===== src/sv/ssm_pkg.sv =====
// Shared types, register codes and helpers of the stereo sound mixer.
// No dependencies; used by ssm_side and stereo_sound_mixer_top.
`default_nettype none

package ssm_pkg;

	localparam int unsigned InWidth    = 36;
	localparam int unsigned InBytes    = 40;
	localparam int unsigned OutWidth   = 15;
	localparam int unsigned OutBytes   = 32;
	localparam int unsigned AddrWidth  = 5;
	localparam logic [8:0]  BiasReset  = 9'h100;

	typedef enum logic [2:0] {
		REG_PSG_MASTER_LEFT  = 3'd0,
		REG_PSG_MASTER_RIGHT = 3'd1,
		REG_PSG_ROUTE        = 3'd2,
		REG_PSG_RATIO_CODE   = 3'd3,
		REG_DMA_FULL_MASK    = 3'd4,
		REG_DMA_ROUTE        = 3'd5,
		REG_BIAS_LEVEL       = 3'd6
	} reg_idx_t;

	typedef enum logic [1:0] {
		RATIO_QUARTER = 2'd0,
		RATIO_HALF    = 2'd1,
		RATIO_FULL    = 2'd2,
		RATIO_FULL_ALT = 2'd3
	} ratio_t;

	// First field in the lowest bits: packed structs list the MSB member first.
	typedef struct packed {
		logic signed [7:0] dma_b_sample;
		logic signed [7:0] dma_a_sample;
		logic signed [4:0] psg4_level;
		logic signed [4:0] psg3_level;
		logic signed [4:0] psg2_level;
		logic signed [4:0] psg1_level;
	} item_t;

	typedef struct packed {
		logic [3:0] tone_en;
		logic [1:0] dma_en;
		logic [2:0] master;
		logic [1:0] dma_full;
		logic [1:0] ratio;
		logic [8:0] bias;
	} side_cfg_t;

	function automatic logic [1:0] ratio_shift(input logic [1:0] code);
		logic [1:0] sh;
		unique case (ratio_t'(code))
			RATIO_QUARTER:  sh = 2'd2;
			RATIO_HALF:     sh = 2'd1;
			RATIO_FULL:     sh = 2'd0;
			RATIO_FULL_ALT: sh = 2'd0;
			default:        sh = 2'd0;
		endcase
		return sh;
	endfunction

endpackage

`default_nettype wire


===== src/sv/stereo_sound_mixer_top.sv =====
// Stereo sound mixer: input register, two side mixers, output register.
// An accepted item passes the input register, then the output register; 1 item/cycle while results are taken.
// The output register decouples the sides, so input flows while a result waits
// unless both stages are full and the result is stalled.
// arst_n clears valid flags and config (bias_level to 256, others to 0).
// Depends on ssm_pkg and ssm_side.
`default_nettype none

module stereo_sound_mixer_top
	import ssm_pkg::*;
(
	input  wire                  clk,
	input  wire                  arst_n,
	// APB configuration
	input  wire                  psel,
	input  wire                  penable,
	input  wire                  pwrite,
	input  wire [AddrWidth-1:0]  paddr,
	input  wire [31:0]           pwdata,
	output logic [31:0]          prdata,
	output logic                 pready,
	// input stream
	input  wire                  s_axis_tvalid,
	output logic                 s_axis_tready,
	// psg1_level[4:0], psg2_level[9:5], psg3_level[14:10], psg4_level[19:15],
	// dma_a_sample[27:20], dma_b_sample[35:28], zero pad [39:36]
	input  wire [InBytes-1:0]    s_axis_tdata,
	// result stream
	output logic                 m_axis_tvalid,
	input  wire                  m_axis_tready,
	// left_out[14:0], right_out[29:15], zero pad [31:30]
	output logic [OutBytes-1:0]  m_axis_tdata
);

	logic [2:0] psg_master_left_q;
	logic [2:0] psg_master_right_q;
	logic [7:0] psg_route_q;
	logic [1:0] psg_ratio_code_q;
	logic [1:0] dma_full_mask_q;
	logic [3:0] dma_route_q;
	logic [8:0] bias_level_q;

	logic       cfg_wr;
	reg_idx_t   cfg_idx;

	assign pready  = 1'b1;
	assign cfg_wr  = psel && penable && pwrite && pready;
	assign cfg_idx = reg_idx_t'(paddr[4:2]);

	always_ff @(posedge clk or negedge arst_n) begin
		if (!arst_n) begin
			psg_master_left_q  <= '0;
			psg_master_right_q <= '0;
			psg_route_q        <= '0;
			psg_ratio_code_q   <= '0;
			dma_full_mask_q    <= '0;
			dma_route_q        <= '0;
			bias_level_q       <= BiasReset;
		end else if (cfg_wr) begin
			unique case (cfg_idx)
				REG_PSG_MASTER_LEFT:  psg_master_left_q  <= pwdata[2:0];
				REG_PSG_MASTER_RIGHT: psg_master_right_q <= pwdata[2:0];
				REG_PSG_ROUTE:        psg_route_q        <= pwdata[7:0];
				REG_PSG_RATIO_CODE:   psg_ratio_code_q   <= pwdata[1:0];
				REG_DMA_FULL_MASK:    dma_full_mask_q    <= pwdata[1:0];
				REG_DMA_ROUTE:        dma_route_q        <= pwdata[3:0];
				REG_BIAS_LEVEL:       bias_level_q       <= pwdata[8:0];
				default: ;
			endcase
		end
	end

	always_comb begin
		unique case (cfg_idx)
			REG_PSG_MASTER_LEFT:  prdata = {29'd0, psg_master_left_q};
			REG_PSG_MASTER_RIGHT: prdata = {29'd0, psg_master_right_q};
			REG_PSG_ROUTE:        prdata = {24'd0, psg_route_q};
			REG_PSG_RATIO_CODE:   prdata = {30'd0, psg_ratio_code_q};
			REG_DMA_FULL_MASK:    prdata = {30'd0, dma_full_mask_q};
			REG_DMA_ROUTE:        prdata = {28'd0, dma_route_q};
			REG_BIAS_LEVEL:       prdata = {23'd0, bias_level_q};
			default:              prdata = 32'd0;
		endcase
	end

	// pipeline control
	logic   valid_s1;
	item_t  item_s1;
	logic   out_valid_q;
	logic   out_adv;
	logic   in_acc;

	assign out_adv       = !out_valid_q || m_axis_tready;
	assign s_axis_tready = !valid_s1 || out_adv;
	assign in_acc        = s_axis_tvalid && s_axis_tready;

	always_ff @(posedge clk or negedge arst_n) begin
		if (!arst_n) begin
			valid_s1 <= 1'b0;
		end else if (s_axis_tready) begin
			valid_s1 <= s_axis_tvalid;
		end
	end

	always_ff @(posedge clk) begin
		if (in_acc) begin
			item_s1 <= item_t'(s_axis_tdata[InWidth-1:0]);
		end
	end

	side_cfg_t cfg_left;
	side_cfg_t cfg_right;

	assign cfg_left  = '{tone_en: psg_route_q[7:4], dma_en: dma_route_q[3:2],
	                     master: psg_master_left_q, dma_full: dma_full_mask_q,
	                     ratio: psg_ratio_code_q, bias: bias_level_q};
	assign cfg_right = '{tone_en: psg_route_q[3:0], dma_en: dma_route_q[1:0],
	                     master: psg_master_right_q, dma_full: dma_full_mask_q,
	                     ratio: psg_ratio_code_q, bias: bias_level_q};

	logic signed [OutWidth-1:0] left_mix;
	logic signed [OutWidth-1:0] right_mix;
	logic signed [OutWidth-1:0] left_out_q;
	logic signed [OutWidth-1:0] right_out_q;

	ssm_side u_left (
		.item (item_s1),
		.cfg  (cfg_left),
		.mix  (left_mix)
	);

	ssm_side u_right (
		.item (item_s1),
		.cfg  (cfg_right),
		.mix  (right_mix)
	);

	always_ff @(posedge clk or negedge arst_n) begin
		if (!arst_n) begin
			out_valid_q <= 1'b0;
		end else if (out_adv) begin
			out_valid_q <= valid_s1;
		end
	end

	always_ff @(posedge clk) begin
		if (out_adv && valid_s1) begin
			left_out_q  <= left_mix;
			right_out_q <= right_mix;
		end
	end

	assign m_axis_tvalid = out_valid_q;
	assign m_axis_tdata  = {2'b00, right_out_q, left_out_q};

	// an item in stage 1 moves into the output register when it is free
	a_s1_to_out: assert property (@(posedge clk) disable iff (!arst_n)
		valid_s1 && out_adv |=> m_axis_tvalid)
		else $error("stage 1 item lost on its way to the output register");

	// input stalls only when both stages hold an item and the result is stalled
	a_stall_cause: assert property (@(posedge clk) disable iff (!arst_n)
		!s_axis_tready |-> valid_s1 && m_axis_tvalid && !m_axis_tready)
		else $error("input stalled without a full pipeline");

	// results are multiples of 32
	a_out_scale: assert property (@(posedge clk) disable iff (!arst_n)
		m_axis_tvalid |-> m_axis_tdata[4:0] == 5'd0 && m_axis_tdata[19:15] == 5'd0)
		else $error("result not a multiple of 32");

endmodule

`default_nettype wire


===== src/sv/ssm_side.sv =====
// Mix of one output side: tone sum, amplifier, ratio shift, DMA, bias, clamp.
// Purely combinational; depends on ssm_pkg.
`default_nettype none

module ssm_side
	import ssm_pkg::*;
(
	input  wire item_t                   item,
	input  wire side_cfg_t               cfg,
	output logic signed [OutWidth-1:0]   mix
);

	logic signed [6:0]  tone_sum;
	logic signed [10:0] sum_x;
	logic signed [10:0] amp_x;
	logic signed [10:0] tone_prod;
	logic signed [10:0] tone_scaled;
	logic [3:0]         amp;
	logic signed [12:0] dma_a_term;
	logic signed [12:0] dma_b_term;
	logic signed [12:0] bias_term;
	logic signed [12:0] total;
	logic [9:0]         clamped;

	always_comb begin
		tone_sum = 7'sd0;
		if (cfg.tone_en[0]) tone_sum = tone_sum + 7'(item.psg1_level);
		if (cfg.tone_en[1]) tone_sum = tone_sum + 7'(item.psg2_level);
		if (cfg.tone_en[2]) tone_sum = tone_sum + 7'(item.psg3_level);
		if (cfg.tone_en[3]) tone_sum = tone_sum + 7'(item.psg4_level);

		amp         = {1'b0, cfg.master} + 4'd1;
		sum_x       = 11'(tone_sum);
		amp_x       = $signed({7'd0, amp});
		tone_prod   = sum_x * amp_x;
		// arithmetic shift floors, as required for negative sums
		tone_scaled = tone_prod >>> ratio_shift(cfg.ratio);

		dma_a_term = 13'sd0;
		if (cfg.dma_en[0]) begin
			dma_a_term = cfg.dma_full[0] ? $signed({{3{item.dma_a_sample[7]}}, item.dma_a_sample, 2'b00})
			                             : $signed({{4{item.dma_a_sample[7]}}, item.dma_a_sample, 1'b0});
		end
		dma_b_term = 13'sd0;
		if (cfg.dma_en[1]) begin
			dma_b_term = cfg.dma_full[1] ? $signed({{3{item.dma_b_sample[7]}}, item.dma_b_sample, 2'b00})
			                             : $signed({{4{item.dma_b_sample[7]}}, item.dma_b_sample, 1'b0});
		end
		bias_term = $signed({3'd0, cfg.bias, 1'b0});

		total = 13'(tone_scaled) + dma_a_term + dma_b_term + bias_term;

		if (total < 13'sd0)
			clamped = 10'd0;
		else if (total > 13'sd1023)
			clamped = 10'h3FF;
		else
			clamped = total[9:0];

		// (c - 512) * 32: flip the top bit, append five zeros
		mix = $signed({~clamped[9], clamped[8:0], 5'b00000});
	end

endmodule

`default_nettype wire

===== config.mk =====
export PLATFORM = sky130hd
export DESIGN_NAME = stereo_sound_mixer_top
export DESIGN_NICKNAME = d
export VERILOG_FILES = /design/src/sv/ssm_pkg.sv /design/src/sv/stereo_sound_mixer_top.sv /design/src/sv/ssm_side.sv
export SDC_FILE = /design/constraint.sdc
export NUM_CORES = 1
export LEC_CHECK = 0
export ABC_AREA = 1
export BUFFER_PORTS_ARGS = -buffer_cell sky130_fd_sc_hd__buf_2
export CORE_AREA = 5 5 172 174
export DETAILED_ROUTE_END_ITERATION = 7
export DIE_AREA = 0 0 177 179
export GPL_ROUTABILITY_DRIVEN = 0
export HOLD_SLACK_MARGIN = 0.12
export MAX_ROUTING_LAYER = met4
export SYNTH_ARGS = -nofsm -noshare
export SYNTH_HDL_FRONTEND = slang
export SYNTH_SLANG_ARGS = --single-unit
export TNS_END_PERCENT = 1

===== constraint.sdc =====
create_clock -name clk -period 11.13 [get_ports clk]
set_input_delay 1.6695 -clock clk [delete_from_list [all_inputs] [get_ports clk]]
set_output_delay 1.6695 -clock clk [all_outputs]
set_load 0.05 [all_outputs]

==> impl_metrics.csv <==
group,metric,value,unit
synth,synth.distinct_cells,54,
detailed_routing,vias_per_cell,4.723,
cts,clk_pin_slew,0.08,ns
grt,grt_max_degree,37,
detailed_routing,drtPass1Iterations,7,
timing,period_share,0.8802,
synth,ys_seq_area_frac,0.2533,
setup_path,crit_type,"reg -> reg",
status,status,"completed",
layout,mostFrequentLayoutCell,"nand2_1",
cts,cts_sinks,89,
synth,async_flop_share,0.3708,
flow_run,drv_cap,0,
grt,grt_remaining_overflow,0,
cts,cts_buffers,9,
cts,cts_hold_buf,0,
place,io_buffers,85,
cts,clock_latency,0.36,ns
layout,nNetsFinal,1548,
grt,grt_pass1_wl,39.57,mm
synth,yosys_warnings,0,
synth,ys_ff_latch,89,
synth,synthMuxAreaShare,0.01629,
grt,antenna_found_initial,0,
layout,fillers,2862,
floorplanning,rows,61,
setup_path,start_kind,"flop",
cts,postCtsSetupBuffers,0,
setup_path,cp.required,11.21,ns
place,hpwl,20.33,mm
synth,synthAdderAreaFrac,0.2693,
timing,setup_viol,0,
detailed_routing,routed_wl,23.85,mm
timing,finClkSkew,0.01962,ns
setup_path,crit_path_max_fanout,10,
detailed_routing,postRouteAntennaNets,0,
synth,synth_xor_area_frac,0.04484,
timing,slew_viol_final,0,
synth,ys.flop_type,"edfxtp_1",
cts,ctsLongestPathBuffers,2,
setup_path,critPathMostFrequentCell,"nand2_1",
layout,post_route_cells_drive_above_1_share,0.1178,
detailed_routing,wl_per_cell,14.22,µm
floorplanning,io_pins,151,
floorplanning,core-area,0.02763,mm²
setup_path,critPathArrivalTime,9.88,ns
timing,rsz0062_at_grt,"false",
grt,grt_pass1_vias,7878,
layout,syn_to_final_growth,9.979,%
synth,synth_compound_area_frac,0.1110,
synth,synth_top_family_by_area,"adder cells",
setup_path,slowest_delay,0.56,ns
floorplanning,start_util,0.3585,
detailed_routing,drt_iter0_drc,475,
detailed_routing,drc,0,
layout,final_cell_mix,"nand2_1, inv_1, nor2_1, ha_1, buf_2",
cts,cts_tree,"done",
synth,netlist_area,0.009906,mm²
detailed_routing,vias,7920,
synth,syn_avg_cell_area,8.139,µm²
timing,final.min_clock_period,9.796,ns
timing,tns,0,ns
layout,antenna_cells,0,
cts,postCtsResizedCells,0,
timing,fmax,102.1,MHz
grt,grt_usage,0.1601,
cts,htreeDepth,3,
setup_path,end_kind,"flop",
cts,cts-root-buf,"clkbuf_16",
floorplanning,die_y,179,µm
setup_path,slowest_stage,"dfrtp_1",
synth,synth_edf_count,56,
floorplanning,design.die.area,0.03168,mm²
timing,hold_violations,0,
min_path,hp-class,"reg -> reg",
timing,slew_headroom,0.2189,
timing,worst_pin_slew,1.172,ns
synth,yosys.area_share.simple,0.1859,
synth,synthCells,1217,
floorplanning,dieWidth,177,µm
==> critical path: cells and delay by family, from the launching register on <==
kind | cells | cell delay (ns)
adders and majority gates | 10 | 3.67
AOI/OAI and AO/OA | 8 | 1.73
and+or+nand+nor | 26 | 2.52
xor gates and xnor gates | 2 | 0.47
DFF | 1 | 0.56
buffers and inverters | 10 | 0.55
==> per-stage QoR <==
stage,setup slack (ns),hold slack [ns],instance area [µm²],util,instances
floorplan,2.531,0.4471,10030,-,1251
global placement,1.445,0.4704,10580,0.3829,1661
detailed placement,1.337,0.4812,10580,0.3829,1661
CTS,1.289,0.5020,10890,0.3943,1677
global route,0.4482,0.5282,10890,0.3943,1677
finish,1.334,0.4970,10890,0.3943,1677
==> sequential cells by signal, indices dropped and copies added, names as in the netlist <==
register and count:
item_s1 36, left_out_q 10, right_out_q 10, bias_level_q 9
psg_route_q 8, dma_route_q 4, psg_master_left_q 3, psg_master_right_q 3
dma_full_mask_q 2, psg_ratio_code_q 2, m_axis_tvalid 1, valid_s1 1
==> synth_stat cells (6+ instances only) <==
cell type	number	area, µm²
o21ai_0	69	345.3
nor2_1	103	386.6
ha_1	98	1226
dfrtp_1	32	800.8
nor3_1	14	70.07
o22ai_1	9	56.30
nand2_1	217	814.5
or2_2	6	37.54
inv_1	200	750.7
fa_1	72	1441
edfxtp_1	56	1682
a21oi_1	72	360.4
mux2i_1	15	150.1
o211ai_1	7	52.55
inv_2	9	33.78
xnor2_1	22	192.7
nand2_2	15	93.84
clkinv_1	7	26.28
xor2_1	25	219.0
buf_4	38	285.3
nand3_1	40	200.2
o21ai_1	11	55.05
nand4_1	8	50.05
clkbuf_1	7	26.28
==> final timing paths <==
path,startpoint,to,slack [ns],depth (start not counted)
max in group asynchronous,arst_n,psg_master_right_q[0],9.25,1
setup reg to reg,psg_route_q[4],left_out_q[6],1.33,56
hold / removal,valid_s1,m_axis_tvalid,0.50,2
setup / recovery,psg_route_q[4],left_out_q[6],1.33,56
hold reg to reg,valid_s1,m_axis_tvalid,0.50,2
min in group asynchronous,arst_n,valid_s1,1.38,1
==> layout make-up <==
cell class | instances | area (µm²) | share of cell area
repair buffers | 86 | 432.9 | 0.03974
clock buffers | 10 | 250.2 | 0.02297
multi-input cells | 892 | 6354 | 0.5832
inverters | 216 | 810.8 | 0.07442
clock inverters | 6 | 65.06 | 0.005972
flip-flops and latches | 89 | 2509 | 0.2303
well taps | 378 | 473.0 | 0.04341
==> layer usage <==
metal  global-route usage  up-vias  routed length (µm)
li1                     -     4026                   -
met1               0.2129     3718               11270
met2               0.2594      145               11260
met3              0.02278       31                 884
met4              0.04159        0                 437
met5                    -        -                   0
==> logic make-up (layout without fill, tap and decap cells) <==
kind of cell | Yosys count | after routing
and+or+nand+nor | 424 | 424
buffers and inverters | 270 | 318
AOI/OAI and AO/OA | 197 | 197
adders and majority gates | 170 | 170
DFF | 89 | 89
xor gates and xnor gates | 49 | 49
muxes | 16 | 16
other | 2 | 36
Power is left out: the tool's default activity adds up to more than one toggle a clock period on the data nets, which glitch-free logic cannot reach.
